<file path="config.mk">
export PLATFORM = sky130hd
export DESIGN_NAME = cfl_timestep_min_reduction_core
export DESIGN_NICKNAME = d
export VERILOG_FILES = /design/src/design/cfl_tsmin_pkg.sv /design/src/design/cfl_tsmin_ctrl.sv /design/src/design/cfl_tsmin_dp.sv /design/src/design/cfl_timestep_min_reduction_core.sv
export SDC_FILE = /design/constraint.sdc
export NUM_CORES = 1
export LEC_CHECK = 0
export ABC_AREA = 1
export ABC_CLOCK_PERIOD_IN_PS = 15200
export BUFFER_PORTS_ARGS = -buffer_cell sky130_fd_sc_hd__buf_2
export CELL_PAD_IN_SITES_DETAIL_PLACEMENT = 1
export CELL_PAD_IN_SITES_GLOBAL_PLACEMENT = 1
export CORE_ASPECT_RATIO = 0.9
export CORE_MARGIN = 1.5
export CORE_UTILIZATION = 40
export DETAILED_ROUTE_END_ITERATION = 8
export PLACE_DENSITY_LB_ADDON = 0.1
export REMOVE_ABC_BUFFERS = 1
export SKIP_LAST_GASP = 1
export SLEW_MARGIN = 40
export SYNTH_ARGS = -nofsm -noshare
export SYNTH_HDL_FRONTEND = slang
export SYNTH_SLANG_ARGS = --single-unit
export TNS_END_PERCENT = 20
</file>
<file path="constraint.sdc">
create_clock -name clk -period 15.2 [get_ports clk]
set_clock_uncertainty 0.2 [all_clocks]
set_input_delay 1.52 -clock clk [delete_from_list [all_inputs] [get_ports clk]]
set_output_delay 1.52 -clock clk [all_outputs]
set_load 0.005 [all_outputs]
</file>
<file path="src/design/cfl_tsmin_pkg.sv">
`timescale 1ns / 1ps

package cfl_tsmin_pkg;

	localparam int DATA_WIDTH_DEF = 32;
	localparam int FRAC_BITS_DEF  = 16;

	localparam int CFG_INDEX_WIDTH = 2;

	localparam logic [CFG_INDEX_WIDTH-1:0] CFG_USE_SOUND_SPEED  = 2'd0;
	localparam logic [CFG_INDEX_WIDTH-1:0] CFG_ACTIVE_DIMS      = 2'd1;
	localparam logic [CFG_INDEX_WIDTH-1:0] CFG_MIN_DT_THRESHOLD = 2'd2;

	localparam logic       RST_USE_SOUND_SPEED  = 1'b1;
	localparam logic [1:0] RST_ACTIVE_DIMS      = 2'd3;
	localparam int         RST_MIN_DT_THRESHOLD = 7;

	localparam logic [1:0] DIR_X1 = 2'd0;
	localparam logic [1:0] DIR_X2 = 2'd1;
	localparam logic [1:0] DIR_X3 = 2'd2;

	localparam logic STATUS_DONE      = 1'b0;
	localparam logic STATUS_TOO_SMALL = 1'b1;

	typedef struct packed {
		logic       capture;
		logic       prep;
		logic       check;
		logic       iter;
		logic       store;
		logic       eval;
		logic [1:0] dir;
	} cmd_t;

	typedef struct packed {
		logic discarding;
		logic out_free;
	} stat_t;

endpackage

</file>
<file path="src/design/cfl_tsmin_ctrl.sv">
`timescale 1ns / 1ps

module cfl_tsmin_ctrl #(
	parameter int DATA_WIDTH = cfl_tsmin_pkg::DATA_WIDTH_DEF
) (
	input  logic                 clk,
	input  logic                 arst_n,
	input  logic                 in_valid,
	output logic                 in_ready,
	input  cfl_tsmin_pkg::stat_t stat,
	output cfl_tsmin_pkg::cmd_t  cmd
);

	localparam int CNTW = (DATA_WIDTH > 1) ? $clog2(DATA_WIDTH) : 1;
	localparam logic [CNTW-1:0] CNT_LAST = CNTW'(DATA_WIDTH - 1);

	typedef enum logic [2:0] {
		S_IDLE,
		S_PREP,
		S_CHECK,
		S_ITER,
		S_STORE,
		S_EVAL
	} state_t;

	state_t          state_q;
	logic [1:0]      dir_q;
	logic [CNTW-1:0] cnt_q;

	assign in_ready = (state_q == S_IDLE);

	always_comb begin
		cmd         = '0;
		cmd.dir     = dir_q;
		cmd.capture = (state_q == S_IDLE) && in_valid;
		cmd.prep    = (state_q == S_PREP);
		cmd.check   = (state_q == S_CHECK);
		cmd.iter    = (state_q == S_ITER);
		cmd.store   = (state_q == S_STORE);
		cmd.eval    = (state_q == S_EVAL) && stat.out_free;
	end

	always_ff @(posedge clk or negedge arst_n) begin
		if (!arst_n) begin
			state_q <= S_IDLE;
			dir_q   <= cfl_tsmin_pkg::DIR_X1;
			cnt_q   <= '0;
		end else begin
			case (state_q)
				S_IDLE: begin
					dir_q <= cfl_tsmin_pkg::DIR_X1;
					if (in_valid && !stat.discarding) begin
						state_q <= S_PREP;
					end
				end
				S_PREP: begin
					state_q <= S_CHECK;
				end
				S_CHECK: begin
					cnt_q   <= '0;
					state_q <= S_ITER;
				end
				S_ITER: begin
					if (cnt_q == CNT_LAST) begin
						state_q <= S_STORE;
					end else begin
						cnt_q <= cnt_q + 1'b1;
					end
				end
				S_STORE: begin
					if (dir_q == cfl_tsmin_pkg::DIR_X3) begin
						state_q <= S_EVAL;
					end else begin
						dir_q   <= dir_q + 1'b1;
						state_q <= S_PREP;
					end
				end
				S_EVAL: begin
					if (stat.out_free) begin
						state_q <= S_IDLE;
					end
				end
				default: begin
					state_q <= S_IDLE;
				end
			endcase
		end
	end

endmodule

</file>
<file path="src/design/cfl_tsmin_dp.sv">
`timescale 1ns / 1ps

module cfl_tsmin_dp #(
	parameter int DATA_WIDTH = cfl_tsmin_pkg::DATA_WIDTH_DEF,
	parameter int FRAC_BITS  = cfl_tsmin_pkg::FRAC_BITS_DEF
) (
	input  logic                                       clk,
	input  logic                                       arst_n,
	input  cfl_tsmin_pkg::cmd_t                        cmd,
	output cfl_tsmin_pkg::stat_t                       stat,
	input  logic                                       cfg_valid,
	input  logic [cfl_tsmin_pkg::CFG_INDEX_WIDTH-1:0]  cfg_index,
	input  logic [DATA_WIDTH-1:0]                      cfg_data,
	input  logic [DATA_WIDTH-1:0]                      width_x1,
	input  logic [DATA_WIDTH-1:0]                      width_x2,
	input  logic [DATA_WIDTH-1:0]                      width_x3,
	input  logic signed [DATA_WIDTH-1:0]               vel_x1,
	input  logic signed [DATA_WIDTH-1:0]               vel_x2,
	input  logic signed [DATA_WIDTH-1:0]               vel_x3,
	input  logic [DATA_WIDTH-1:0]                      sound_speed,
	input  logic                                       last_in_sweep,
	output logic                                       out_valid,
	input  logic                                       out_ready,
	output logic                                       status,
	output logic [DATA_WIDTH-1:0]                      dt_value
);

	localparam int DW = DATA_WIDTH;
	localparam int NW = DATA_WIDTH + FRAC_BITS;
	localparam int CW = (FRAC_BITS > DATA_WIDTH + 1) ? FRAC_BITS : DATA_WIDTH + 1;
	localparam logic [DW-1:0] DMAX = '1;

	logic          use_ss_q;
	logic [1:0]    active_dims_q;
	logic [DW-1:0] threshold_q;

	logic [DW-1:0] w_q [3];
	logic [DW-1:0] v_q [3];
	logic [DW-1:0] cs_q;
	logic          last_q;

	logic [DW-1:0] num_q;
	logic [DW:0]   den_q;
	logic [DW:0]   rem_q;
	logic [DW-1:0] lo_q;
	logic [DW-1:0] quo_q;
	logic          sat_q;

	logic [DW-1:0] smallest_q;
	logic [DW-1:0] cand_q;
	logic [DW-1:0] running_min_q;
	logic          discarding_q;

	logic          out_valid_q;
	logic          status_q;
	logic [DW-1:0] dt_value_q;

	logic [DW-1:0]        v_sel;
	logic [DW-1:0]        v_mag;
	logic [NW-1:0]        num_ext;
	logic [FRAC_BITS-1:0] hi;
	logic [DW+1:0]        trial;
	logic                 ge;
	logic [DW-1:0]        dt_new;
	logic                 joins;
	logic                 too_small;
	logic [DW-1:0]        min_new;

	assign v_sel   = v_q[cmd.dir];
	assign v_mag   = v_sel[DW-1] ? (~v_sel + 1'b1) : v_sel;
	assign num_ext = {num_q, {FRAC_BITS{1'b0}}};
	assign hi      = num_ext[NW-1:DW];
	assign trial   = {rem_q, lo_q[DW-1]};
	assign ge      = (trial >= {1'b0, den_q});
	assign dt_new  = sat_q ? DMAX : quo_q;
	assign joins   = (cmd.dir == cfl_tsmin_pkg::DIR_X1)
		|| ((cmd.dir == cfl_tsmin_pkg::DIR_X2) && (active_dims_q >= 2'd2))
		|| ((cmd.dir == cfl_tsmin_pkg::DIR_X3) && (active_dims_q >= 2'd3));
	assign too_small = (smallest_q <= threshold_q);
	assign min_new   = (cand_q < running_min_q) ? cand_q : running_min_q;

	assign stat.discarding = discarding_q;
	assign stat.out_free   = !out_valid_q || out_ready;

	assign out_valid = out_valid_q;
	assign status    = status_q;
	assign dt_value  = dt_value_q;

	always_ff @(posedge clk or negedge arst_n) begin
		if (!arst_n) begin
			use_ss_q      <= cfl_tsmin_pkg::RST_USE_SOUND_SPEED;
			active_dims_q <= cfl_tsmin_pkg::RST_ACTIVE_DIMS;
			threshold_q   <= DW'(cfl_tsmin_pkg::RST_MIN_DT_THRESHOLD);
		end else if (cfg_valid) begin
			case (cfg_index)
				cfl_tsmin_pkg::CFG_USE_SOUND_SPEED:  use_ss_q      <= cfg_data[0];
				cfl_tsmin_pkg::CFG_ACTIVE_DIMS:      active_dims_q <= cfg_data[1:0];
				cfl_tsmin_pkg::CFG_MIN_DT_THRESHOLD: threshold_q   <= cfg_data;
				default: begin
				end
			endcase
		end
	end

	// item capture, divider, per-cell minimum and result datapath
	always_ff @(posedge clk) begin
		if (cmd.capture) begin
			w_q[0] <= width_x1;
			w_q[1] <= width_x2;
			w_q[2] <= width_x3;
			v_q[0] <= vel_x1;
			v_q[1] <= vel_x2;
			v_q[2] <= vel_x3;
			cs_q   <= sound_speed;
			last_q <= last_in_sweep;
		end
		if (cmd.prep) begin
			num_q <= w_q[cmd.dir];
			den_q <= {1'b0, v_mag} + {1'b0, (use_ss_q ? cs_q : {DW{1'b0}})};
		end
		if (cmd.check) begin
			sat_q <= (den_q == '0) || (CW'(hi) >= CW'(den_q));
			rem_q <= (DW+1)'(hi);
			lo_q  <= num_ext[DW-1:0];
		end
		if (cmd.iter) begin
			rem_q <= ge ? (DW+1)'(trial - {1'b0, den_q}) : trial[DW:0];
			quo_q <= {quo_q[DW-2:0], ge};
			lo_q  <= {lo_q[DW-2:0], 1'b0};
		end
		if (cmd.store) begin
			if (cmd.dir == cfl_tsmin_pkg::DIR_X1) begin
				smallest_q <= dt_new;
				cand_q     <= dt_new;
			end else begin
				if (dt_new < smallest_q) begin
					smallest_q <= dt_new;
				end
				if (joins && (dt_new < cand_q)) begin
					cand_q <= dt_new;
				end
			end
		end
		if (cmd.eval) begin
			status_q   <= too_small ? cfl_tsmin_pkg::STATUS_TOO_SMALL
			                        : cfl_tsmin_pkg::STATUS_DONE;
			dt_value_q <= too_small ? smallest_q : min_new;
		end
	end

	// sweep state and output register
	always_ff @(posedge clk or negedge arst_n) begin
		if (!arst_n) begin
			running_min_q <= DMAX;
			discarding_q  <= 1'b0;
			out_valid_q   <= 1'b0;
		end else begin
			if (cmd.capture && discarding_q && last_in_sweep) begin
				discarding_q  <= 1'b0;
				running_min_q <= DMAX;
			end
			if (cmd.eval) begin
				if (too_small) begin
					running_min_q <= DMAX;
					discarding_q  <= !last_q;
				end else if (last_q) begin
					running_min_q <= DMAX;
				end else begin
					running_min_q <= min_new;
				end
			end
			if (cmd.eval && (too_small || last_q)) begin
				out_valid_q <= 1'b1;
			end else if (out_ready) begin
				out_valid_q <= 1'b0;
			end
		end
	end

endmodule

</file>
<file path="src/design/cfl_timestep_min_reduction_core.sv">
`timescale 1ns / 1ps

// cfl timestep minimum over a sweep of cells
// input channel in_valid / in_ready carries one cell per transaction; the
// last cell of a sweep has last_in_sweep set
// per cell three fixed point quotients width / (|v| + cs, or |v| with sound
// speed off) share one restoring divider in turn, one quotient bit per cycle
// a computed cell keeps in_ready low from acceptance until its result is
// evaluated, so a new cell waits until then; a cell that falls in a
// discarded part of a sweep is accepted without being computed
// a result transaction (status, dt_value) leaves on out_valid / out_ready
// when a sweep ends or a cell timestep is at or below the threshold;
// out_valid rises as the cell leaves its evaluation state
// the result sits in an output register; new cells are accepted while it
// waits, and the next computed cell holds in its evaluation step until taken
// configuration transactions on cfg_valid / cfg_ready are always taken;
// write them only while the block is idle
// reset clears the running minimum to all ones, ends any discard, drops
// out_valid and loads the register defaults

module cfl_timestep_min_reduction_core #(
	parameter int DATA_WIDTH = cfl_tsmin_pkg::DATA_WIDTH_DEF,
	parameter int FRAC_BITS  = cfl_tsmin_pkg::FRAC_BITS_DEF
) (
	input  logic                                      clk,
	input  logic                                      arst_n,
	input  logic                                      cfg_valid,
	output logic                                      cfg_ready,
	input  logic [cfl_tsmin_pkg::CFG_INDEX_WIDTH-1:0] cfg_index,
	input  logic [DATA_WIDTH-1:0]                     cfg_data,
	input  logic                                      in_valid,
	output logic                                      in_ready,
	input  logic [DATA_WIDTH-1:0]                     width_x1,
	input  logic [DATA_WIDTH-1:0]                     width_x2,
	input  logic [DATA_WIDTH-1:0]                     width_x3,
	input  logic signed [DATA_WIDTH-1:0]              vel_x1,
	input  logic signed [DATA_WIDTH-1:0]              vel_x2,
	input  logic signed [DATA_WIDTH-1:0]              vel_x3,
	input  logic [DATA_WIDTH-1:0]                     sound_speed,
	input  logic                                      last_in_sweep,
	output logic                                      out_valid,
	input  logic                                      out_ready,
	output logic                                      status,
	output logic [DATA_WIDTH-1:0]                     dt_value
);

	cfl_tsmin_pkg::cmd_t  cmd;
	cfl_tsmin_pkg::stat_t stat;

	assign cfg_ready = 1'b1;

	cfl_tsmin_ctrl #(
		.DATA_WIDTH(DATA_WIDTH)
	) u_ctrl (
		.clk      (clk),
		.arst_n   (arst_n),
		.in_valid (in_valid),
		.in_ready (in_ready),
		.stat     (stat),
		.cmd      (cmd)
	);

	cfl_tsmin_dp #(
		.DATA_WIDTH(DATA_WIDTH),
		.FRAC_BITS (FRAC_BITS)
	) u_dp (
		.clk           (clk),
		.arst_n        (arst_n),
		.cmd           (cmd),
		.stat          (stat),
		.cfg_valid     (cfg_valid),
		.cfg_index     (cfg_index),
		.cfg_data      (cfg_data),
		.width_x1      (width_x1),
		.width_x2      (width_x2),
		.width_x3      (width_x3),
		.vel_x1        (vel_x1),
		.vel_x2        (vel_x2),
		.vel_x3        (vel_x3),
		.sound_speed   (sound_speed),
		.last_in_sweep (last_in_sweep),
		.out_valid     (out_valid),
		.out_ready     (out_ready),
		.status        (status),
		.dt_value      (dt_value)
	);

endmodule

</file>
==> Yosys cells after proc, flatten, opt, wreduce, memory -nomap -nowiden <==
Memory sizes are Yosys's and may differ from the RTL's. A register that Yosys moved wholly into a read port is not among the register bits.
Index checks and enable logic that the tools add are counted.
{ "op_classes": {"addsub": 5, "order_cmp": 8, "n_eq_ne": 15, "n_mux": 35, "bitwise": 1, "reduce_logical": 35} }
{ "op_table": {"columns": ["operator", "n"], "rows": [
  ["32-bit 2-to-1 mux", 15],
  ["33-bit 2-to-1 mux", 3],
  ["32-bit less-than comparator", 3],
  ["34-bit by 33-bit >= comparator with 1-bit output", 1],
  ["32-bit by 32-bit adder with 33-bit output", 1],
  ["16-bit by 33-bit >= comparator with 1-bit output", 1],
  ["33-bit logical NOT", 1],
  ["33-bit subtractor", 1],
  ["32-bit by 1-bit adder with 32-bit output (second input constant)", 1],
  ["32-bit <= comparator", 1],
  ["32-bit inverter", 1],
  ["3-bit case mux with 6 select lines", 1],
  ["2-bit AND reduction", 7],
  ["3-bit 2-to-1 mux", 4],
  ["2-bit nonzero test", 6],
  ["5-bit case mux with 2 select lines", 1],
  ["1-bit logical AND", 9],
  ["1-bit 2-to-1 mux", 8],
  ["3-bit by 2-bit == test with 1-bit output (second input constant)", 2],
  ["3-bit == test (second input constant)", 2],
  ["2-bit by 1-bit inequality test with 1-bit output (second input constant)", 3],
  ["5-bit by 1-bit adder with 5-bit output (second input constant)", 1],
  ["5-bit == test (second input constant)", 1],
  ["1-bit logical OR", 5],
  ["13 further kinds", 20]
]} }
{ "word_totals": {"ff_bits": 324, "ramBits": 192, "inputBits": 264, "out_inout_bits": 36, "wordCells": 122, "mem_count": 2} }
{ "mem_list": {"columns": ["name", "words", "width", "rd", "rd_clocked_by_memory_dff", "wr", "line_no", "source"], "rows": [
  ["u_dp.v_q", 3, 32, 1, 0, 3, "cfl_tsmin_dp.sv:38", "logic [DW-1:0] v_q [3];"],
  ["u_dp.w_q", 3, 32, 1, 1, 3, "cfl_tsmin_dp.sv:37", "logic [DW-1:0] w_q [3];"]
]} }

==> Longest topological paths before layout <==
Gate-level depths: netlist of the first run.
{ "depth": {"word_depth": 7, "mapped_depth": 26, "mapped_depth_nobuf": 25} }

==> Hierarchy <==
From an unflattened synthesis of the first run, not the netlist that was laid out.
{ "unflattened": {"hier_cells": 3239, "hier_area_um2": 29767.3} }
{ "by_module_without_submodules": {"columns": ["mod", "n_inst", "cells_per_inst", "area_each_um2", "seq_area_each_um2"], "rows": [
  ["cfl_tsmin_dp", 1, 3154, 29154.2, 15857.7],
  ["cfl_tsmin_ctrl", 1, 83, 601.8, 250.2],
  ["cfl_timestep_min_reduction_core", 1, 2, 11.3, 0.0]
]} }

==> Least setup slack after synthesis of the first run <==
No wires, ideal clock.
{ "synth_timing": {"kind": "input to register", "from": "input port in_valid", "to": "register u_dp.running_min_q[0]", "setup_ns": 0.067, "t_arrival_ns": 12.426, "required_time_ns": 14.933, "path_slack_ns": 2.507, "path_stages": 7, "path_buffers": 1, "path_cell_list": "inv_1 -> nor2_1 -> nand3_1 -> o21ai_1 -> buf_2 -> nor2_1 -> nor2_1"} }
{ "synth_lines": {"columns": ["item", "line_no", "source"], "rows": [
  ["start: declaration", "cfl_timestep_min_reduction_core.sv:31", "input logic in_valid,"],
  ["end signal: assignment", "cfl_tsmin_dp.sv:169", "running_min_q <= min_new;"],
  ["end: declaration", "cfl_tsmin_dp.sv:51", "logic [DW-1:0] running_min_q;"]
]} }

==> Worst setup path after layout of the first run <==
{ "layout_timing": {"from": "register u_ctrl.dir_q[1]", "to": "register u_dp.den_q[30], data pin"} }
{ "layout_via": {"elab_chain_len": 5} }
{ "layout_rtl": {"columns": ["item", "line_no", "source"], "rows": [
  ["start: declaration", "cfl_tsmin_ctrl.sv:27", "logic [1:0] dir_q;"],
  ["start signal: assignment", "cfl_tsmin_ctrl.sv:46", "dir_q <= cfl_tsmin_pkg::DIR_X1;"],
  ["start signal: assignment", "cfl_tsmin_ctrl.sv:51", "dir_q <= cfl_tsmin_pkg::DIR_X1;"],
  ["start signal: assignment", "cfl_tsmin_ctrl.sv:74", "dir_q <= dir_q + 1'b1;"],
  ["memory read 3 x 32 bit *", null, null],
  ["32-bit inverter", "cfl_tsmin_dp.sv:70", "assign v_mag = v_sel[DW-1] ? (~v_sel + 1'b1) : v_sel;"],
  ["32-bit by 1-bit adder with 32-bit output", "cfl_tsmin_dp.sv:70", null],
  ["32-bit 2-to-1 mux *", "cfl_tsmin_dp.sv:70", null],
  ["32-bit by 32-bit adder with 33-bit output *", "cfl_tsmin_dp.sv:119", "den_q <= {1'b0, v_mag} + {1'b0, (use_ss_q ? cs_q : {DW{1'b0}})};"],
  ["end signal: assignment", "cfl_tsmin_dp.sv:119", null],
  ["end: declaration", "cfl_tsmin_dp.sv:43", "logic [DW:0] den_q;"]
]} }
Mark *: on every way between the ends. The rest lies on a longest branch, timed or not.
A chain may end at the register's enable or synchronous reset.

==> impl_metrics.py, run 1 <==
metrics = {
    "routing": {
        "totalWireLength_mm": 91.35,
        "dr_total_vias": 23070,
        "firstDrtPassIters": 5,
        "drc": 0,
        "vias_per_cell": 5.147,
        "ant_nets": 0,
        "wire_per_inst_um": 20.38,
        "drtIter0Drc": 1242,
    },
    "run": {
        "cap_viol_max_count": 0,
    },
    "global_route": {
        "grt_pass1_vias": 24870,
        "grt_overflow": 0,
        "grt_max_degree": 83,
        "grt_pass1_wl_mm": 142.0,
        "track_usage": 0.2425,
        "antenna_found_initial": 5,
    },
    "clocking": {
        "cts-buffers-inserted": 60,
        "cts_hold_buf": 0,
        "h-tree-depth": 2,
        "clockBufferDepth": 3,
        "root_buffer": "clkbuf_16",
        "clk_latency_ps": 660,
        "clkTransAtPathRegs_ps": 60,
        "tritoncts": "done",
        "cts_resized": 0,
        "cts_setup_buffers": 0,
        "cts_sinks": 548,
    },
    "final_layout": {
        "fillCellCount": 8392,
        "nets": 3955,
        "postLayoutCoreUtil": 0.4709,
        "seqCellArea_um2": 16110,
        "multiInputGateArea_um2": 11770,
        "antenna_cells": 0,
        "layout-drive-gt1-share": 0.1573,
        "area_delta_synth_final_pct": 16.44,
    },
    "logic_synthesis": {
        "yosys.cell_count.top_type": "nand2_1",
        "ys_ff_latch": 548,
        "synthDistinctLibCells": 50,
        "yosys.area.top_type_share": 0.4761,
        "avgSynthCellArea_um2": 9.353,
        "synth_area_leaders": "edfxtp_1, nand2_1, ha_1, nor2_1, inv_1",
        "synth_edf_count": 469,
        "syn_inst": 3163,
        "ys_seq_area_frac": 0.5445,
        "yosysWarnings": 0,
        "syn_area_um2": 29580,
        "synth-async-reset-ratio": 0.1442,
        "synthFlopType": "edfxtp_1",
        "ys_top_cells_by_count": "nand2_1, edfxtp_1, nor2_1, inv_1, a21oi_1",
        "yosysTopAreaCell": "edfxtp_1",
    },
    "critical_path": {
        "crit_start": "u_ctrl.dir_q[1]",
        "worstSetupEndpointType": "flip-flop",
        "r2r-start": "u_ctrl.dir_q[1]",
        "critical_path.max_fanout": 64,
        "cp.arrival_ps": 5370,
        "cp.required_ps": 15350,
        "worst_setup_path_start_kind": "flip-flop",
        "crit_type": "flip-flop to flip-flop",
    },
    "timing": {
        "setup_tns_ps": 0,
        "fin_crit_ps": 5216,
        "rsz0062_at_grt": "no",
        "max_slew_margin": 0.4602,
        "timing.final.crit_share": 0.3432,
        "finalHoldViolations": 0,
        "slew_viol_final": 0,
        "tightest_slew_ps": 809.7,
        "max_freq_mhz": 191.7,
        "setup_viol": 0,
    },
    "floorplanning": {
        "die_area_um2": 75600,
        "rows": 94,
        "core_um2": 73160,
        "ios": 300,
        "initial_core_util": 0.4044,
        "die_h_um": 261.0,
        "die_w_um": 289.7,
    },
    "power": {
        "peakVddDrop_mv": 0.1013,
        "powerDensity_nw_per_um2": 215.9,
        "p_leak_nw": 15.65,
    },
    "place": {
        "hpwl_mm": 70.14,
        "place.gp.congestion": 0.8883,
        "placement.io_buffers": 298,
    },
    "min_path": {
        "hp-class": "flip-flop to flip-flop",
        "worstHoldStart": "u_dp.quo_q[28]",
    },
    "outcome": {
        "status": "finished, final reports clean",
    },
}
[kinds of logic (layout without fill, tap and decap cells)]
group	Yosys count	count (layout)	share of synthesized area
multiplexers	5	5	0.001692
XOR/XNOR	64	64	0.01895
other	1	1	0.0001268
adder cells (fa/ha/maj)	218	218	0.09271
flip-flops	548	548	0.5445
buffers and inverters	452	812	0.06057
AO/OA/AOI/OAI	428	428	0.07926
AND/OR/NAND/NOR	1447	1447	0.2022
[state kept, by name (all words and copies together) (netlist names), 2 cells and up]
| name | count |
|---|---|
| u_dp.running_min_q | 32 |
| u_dp.den_q | 33 |
| u_dp.lo_q | 16 |
| u_dp.rem_q | 33 |
| u_ctrl.state_q | 3 |
| u_dp.cand_q | 32 |
| u_ctrl.dir_q | 2 |
| u_dp.dt_value | 32 |
| u_ctrl.cnt_q | 5 |
| u_dp.num_q | 32 |
| u_dp.quo_q | 32 |
| u_dp.w_q | 96 |
| u_dp.active_dims_q | 2 |
| u_dp.cs_q | 32 |
| u_dp.smallest_q | 32 |
| u_dp.v_q | 96 |
| u_dp.threshold_q | 32 |
[per-stage QoR]
stage | total power (W) | hold slack, ps | cells | worst slack [ps] | instance area (um^2)
final | 0.007437 | 209.3 | 4483 | 9984 | 34450
after global routing | 0.007995 | 235.5 | 4483 | 9619 | 34450
after CTS | 0.007503 | 212.6 | 4481 | 9718 | 34400
after detailed placement | 0.005887 | 226.4 | 4369 | 9811 | 32270
after global placement | 0.005732 | 224.6 | 4363 | 9990 | 32130
after floorplan | 0.004719 | 217.4 | 3082 | 1871 | 29190
[path summary, 6_finish.rpt]
check                                   endpoint  slack [ps]  cells past startpoint
setup / recovery                  u_dp.den_q[30]        9980                     19
hold / removal                    u_dp.quo_q[29]         210                      0
setup reg to reg                  u_dp.den_q[30]        9980                     19
hold reg to reg                   u_dp.quo_q[29]         210                      0
max in group asynchronous  u_dp.running_min_q[1]       13200                      3
min in group asynchronous   u_dp.threshold_q[27]         630                      1
[placed cells by master, fill, tap and decap left out, drive strengths merged, types with 35 or more instances in the layout]
master  instances
xor2           35
ha            216
nand3         152
nand2         810
a21oi         252
edfxtp        469
inv           372
buf           329
dfrtp          41
nor2          373
dfstp          38
clkbuf         73
o21ai         126
[power breakdown]
group          leakage [nW]  switching (W)  internal, W
clock network          1.02       0.000641     0.000931
logic                  9.45        0.00233      0.00109
registers              5.17       0.000210      0.00223
[critical path, stage by stage (launching register included)]
cell	delay, ps
dfrtp_2	440
inv_4	340
buf_4	700
o21ai_1	220
inv_1	180
ha_1	250
nand3_2	120
nor2_2	190
nand2_1	150
o21ai_1	170
xnor2_1	150
inv_1	100
ha_1	320
nand2_1	90
nor2_1	260
nand2_1	80
o21ai_0	570
nand3_1	150
nand2_1	120
xor2_1	70
[final cells by class]
type                       instances  share of cell area
multi-input combinational       2163              0.3416
clock inverter                    39             0.01587
timing repair buffer             329             0.05358
sequential                       548              0.4677
clock buffer                      73             0.04588
inverter                         371             0.04050
tap                              960             0.03487
[layer usage]
metal / part of all wire / wire [um] / global-route usage / vias up
met3: 0.035 / 3153 / 0.02666 / 113
met5: 0.00025 / 23 / 0 / -
met1: 0.48 / 43590 / 0.3407 / 11320
li1: - / - / - / 11180
met2: 0.47 / 42650 / 0.4019 / 463
met4: 0.021 / 1936 / 0.05771 / 4
Note: power is estimated with default switching activity, not from simulation.
==> run 2, diff against run 1 <==
ABC_AREA = 0   (was 1)
ABC_CLOCK_PERIOD_IN_PS = 5250   (was 15200)
clock period = 5.25 ns   (was 15.2 ns; I/O delays follow)
==> run 2 against run 1 <==
  * Design area up 2.8%
  * Synthesized cell count down 26%
  * Register-to-register slack got worse by 9700 ps
  * Setup slack got worse by 9700 ps
  * Worst hold slack lost 150 ps
  * Combinational power down 77%
  * Critical endpoint unchanged
  * Largest power group is now sequential cells
  * Highest routed layer is now met4
==> impl_metrics.py, run 2 <==
metrics = {
    "logic_synthesis": {
        "syn_area_um2": 28110,
        "synth-async-reset-ratio": 0.1442,
        "syn_inst": 2328,
        "synth_area_leaders": "edfxtp_1, ha_1, dfrtp_1, dfstp_2, mux2i_1",
        "synthDistinctLibCells": 90,
        "yosys.cell_count.top_type": "edfxtp_1",
        "synthFlopType": "edfxtp_1",
        "yosysTopAreaCell": "edfxtp_1",
        "yosys.area.top_type_share": 0.5010,
        "ys_seq_area_frac": 0.5730,
        "yosysWarnings": 0,
        "avgSynthCellArea_um2": 12.07,
        "ys_top_cells_by_count": "edfxtp_1, nand2_1, ha_1, inv_1, o21ai_0",
        "ys_ff_latch": 548,
        "synth_edf_count": 469,
    },
    "timing": {
        "holdWs_ps": 59.60,
        "max_slew_margin": 0.4583,
        "rsz0062_at_grt": "no",
        "slew_viol_final": 0,
        "setup_tns_ps": 0,
        "fin_crit_ps": 4946,
        "max_freq_mhz": 202.2,
        "fin_ws_ps": 304.0,
        "timing.final.crit_share": 0.9421,
        "tightest_slew_ps": 812.5,
        "setup_viol": 0,
        "finalHoldViolations": 0,
    },
    "global_route": {
        "grt_pass1_wl_mm": 118.3,
        "grt_max_degree": 121,
        "antenna_found_initial": 0,
        "track_usage": 0.2102,
        "grt_pass1_vias": 21650,
        "grt_overflow": 0,
    },
    "routing": {
        "totalWireLength_mm": 75.23,
        "ant_nets": 0,
        "drtIter0Drc": 984,
        "firstDrtPassIters": 5,
        "dr_total_vias": 20000,
        "drc": 0,
        "vias_per_cell": 5.125,
        "wire_per_inst_um": 19.28,
    },
    "critical_path": {
        "cp.required_ps": 5430,
        "crit_path_frequent_cell": "o21ai_1",
        "cp_cell_sequence": "mux2_1 > mux2i_2 > nand3_1 > or2_1 > or2_4 > nor2_2 > nand3_1 > o21ai_1 > xor2_1 > ha_1 > a21o_1 > a211o_1 > a2111oi_4 > o21ai_1 > o21ai_1 > a31o_2 > o21bai_1 > a21oi_1 > xnor2_1",
        "reg2reg_depth": 19,
        "r2r-end": "u_dp.den_q[30]",
        "slowest_stage": "dfrtp_4",
        "worstSetupEndpointType": "flip-flop",
        "critical_path.max_fanout": 9,
        "crit_type": "flip-flop to flip-flop",
        "cp_slowest_stage_delay_ps": 540,
        "worst_setup_path_start_kind": "flip-flop",
        "cp.arrival_ps": 5130,
        "ff2ff_setup_slack_ps": 300,
        "r2r-start": "u_ctrl.dir_q[0]",
    },
    "place": {
        "place.gp.congestion": 0.8371,
        "hpwl_mm": 51.49,
        "placement.io_buffers": 298,
        "dp.cells": 3532,
        "dp_slack_ps": 25.15,
    },
    "power": {
        "powerDensity_nw_per_um2": 278.2,
        "p_leak_nw": 15.12,
        "peakVddDrop_mv": 0.2476,
    },
    "clocking": {
        "cts_sinks": 548,
        "clockBufferDepth": 3,
        "root_buffer": "clkbuf_16",
        "cts-buffers-inserted": 61,
        "tritoncts": "done",
        "h-tree-depth": 2,
        "clkTransAtPathRegs_ps": 60,
        "cts_setup_buffers": 0,
        "clk_latency_ps": 640,
    },
    "final_layout": {
        "final_common_cell": "edfxtp_1",
        "nets": 3394,
        "final_cell_mix": "edfxtp_1, buf_2, dlygate4sd3_1, nand2_1, ha_1",
        "area_delta_synth_final_pct": 25.95,
        "layout-drive-gt1-share": 0.1968,
        "final_cells": 3903,
        "fillCellCount": 7397,
        "largestRegisters": "u_dp.v_q x96, u_dp.w_q x96",
    },
    "min_path": {
        "hp-class": "input pin to flip-flop",
        "worstHoldPathCells": 2,
        "hold_path_end": "u_dp.threshold_q[0]",
        "worstHoldStart": "cfg_data[0]",
    },
    "floorplanning": {
        "initial_core_util": 0.4030,
        "die_h_um": 254.5,
        "ios": 300,
        "die_w_um": 282.4,
        "die_area_um2": 71880,
        "core_um2": 69760,
        "rows": 92,
    },
    "outcome": {
        "status": "finished, final reports clean",
    },
    "run": {
        "cap_viol_max_count": 0,
    },
}
## run 2: cell count changes in the layout (fill, tap and decap cells not counted), sizes merged, moves of 41 or more
cell / change
nand2: -584
nor2: -270
dlygate4sd3: +257
inv: -183
nand3: -127
a21oi: -123
mux2i: +92
a21o: +69
and2: +41
mux2: +41
## run 2: per-stage QoR
stage / util / total power (W) / area (um^2)
detailed placement: 0.4417 / 0.005539 / 30810
finish: 0.5076 / 0.009848 / 35410
CTS: 0.5068 / 0.009970 / 35360
global route: 0.5075 / 0.01023 / 35400
global placement: 0.4417 / 0.005518 / 30810
floorplan: - / 0.005272 / 27770
## run 2: power by group
group / total (W) / internal (W) / switching [W]
logic: 0.000775 / 0.000410 / 0.000365
registers: 0.00483 / 0.00479 / 0.0000399
clock network: 0.00425 / 0.00244 / 0.00181
total: 0.00985 / 0.00763 / 0.00221
## run 2: timing repair
| action | CTS | global route |
|---|---|---|
| hold endpoints to repair | 272 | 0 |
| endpoints found under the setup margin | 0 | 5 |
| resized for setup | 0 | 8 |
| hold buffers | 257 | 0 |
## run 2: worst max-delay path: cells and delay by family, from the launching register on
family	cells	cell delay (ps)
AOI/OAI and AO/OA	9	1950
and+or+nand+nor	5	830
muxes	2	550
DFF	1	540
adders and majority gates	1	320
xor gates and xnor gates	2	300
## run 2: cell type report
class,instances,area (um^2),share of cell area
sequential,548,16120,0.4552
antenna,1,2.502,0.00007068
inverter,188,705.7,0.01993
clock buffer,78,1672,0.04721
clock inverter,35,299.0,0.008446
multi-input combinational,1520,11060,0.3123
timing repair buffer,593,4379,0.1237
tap,940,1176,0.03322
## run 2: worst max-delay path by stage
stage / start / to / slack [ps] / cells past startpoint
finish: u_ctrl.dir_q[0] / u_dp.den_q[30] / 300 / 19
global route: u_ctrl.dir_q[0] / u_dp.den_q[30] / 2 / 19
floorplan: u_ctrl.state_q[1] / u_dp.running_min_q[0] / -2820 / 5
CTS: u_ctrl.dir_q[0] / u_dp.den_q[30] / 20 / 19
detailed placement: u_ctrl.dir_q[0] / u_dp.den_q[30] / 30 / 19
global placement: u_ctrl.dir_q[0] / u_dp.den_q[30] / 110 / 19
## run 2: logic make-up (layout without fill, tap and decap cells)
family          Yosys count  in the layout  synth area share
mux                     138            138           0.05097
buf+inv                 260            894           0.03730
flops                   548            548            0.5730
fa+ha+maj               218            218           0.09757
other cells               1              2         0.0001334
xor+xnor                 76             76           0.02368
compound gates          517            517            0.1189
simple gates            570            570           0.09842
## run 2: per-layer routing
layer / share of wire / vias up / track usage / wire, um
met3: 0.032 / 93 / 0.02849 / 2416
met5: 0 / - / 0 / 0
met4: 0.021 / 0 / 0.05485 / 1547
met2: 0.51 / 289 / 0.3757 / 38220
li1: - / 9703 / - / -
met1: 0.44 / 9918 / 0.2667 / 33050
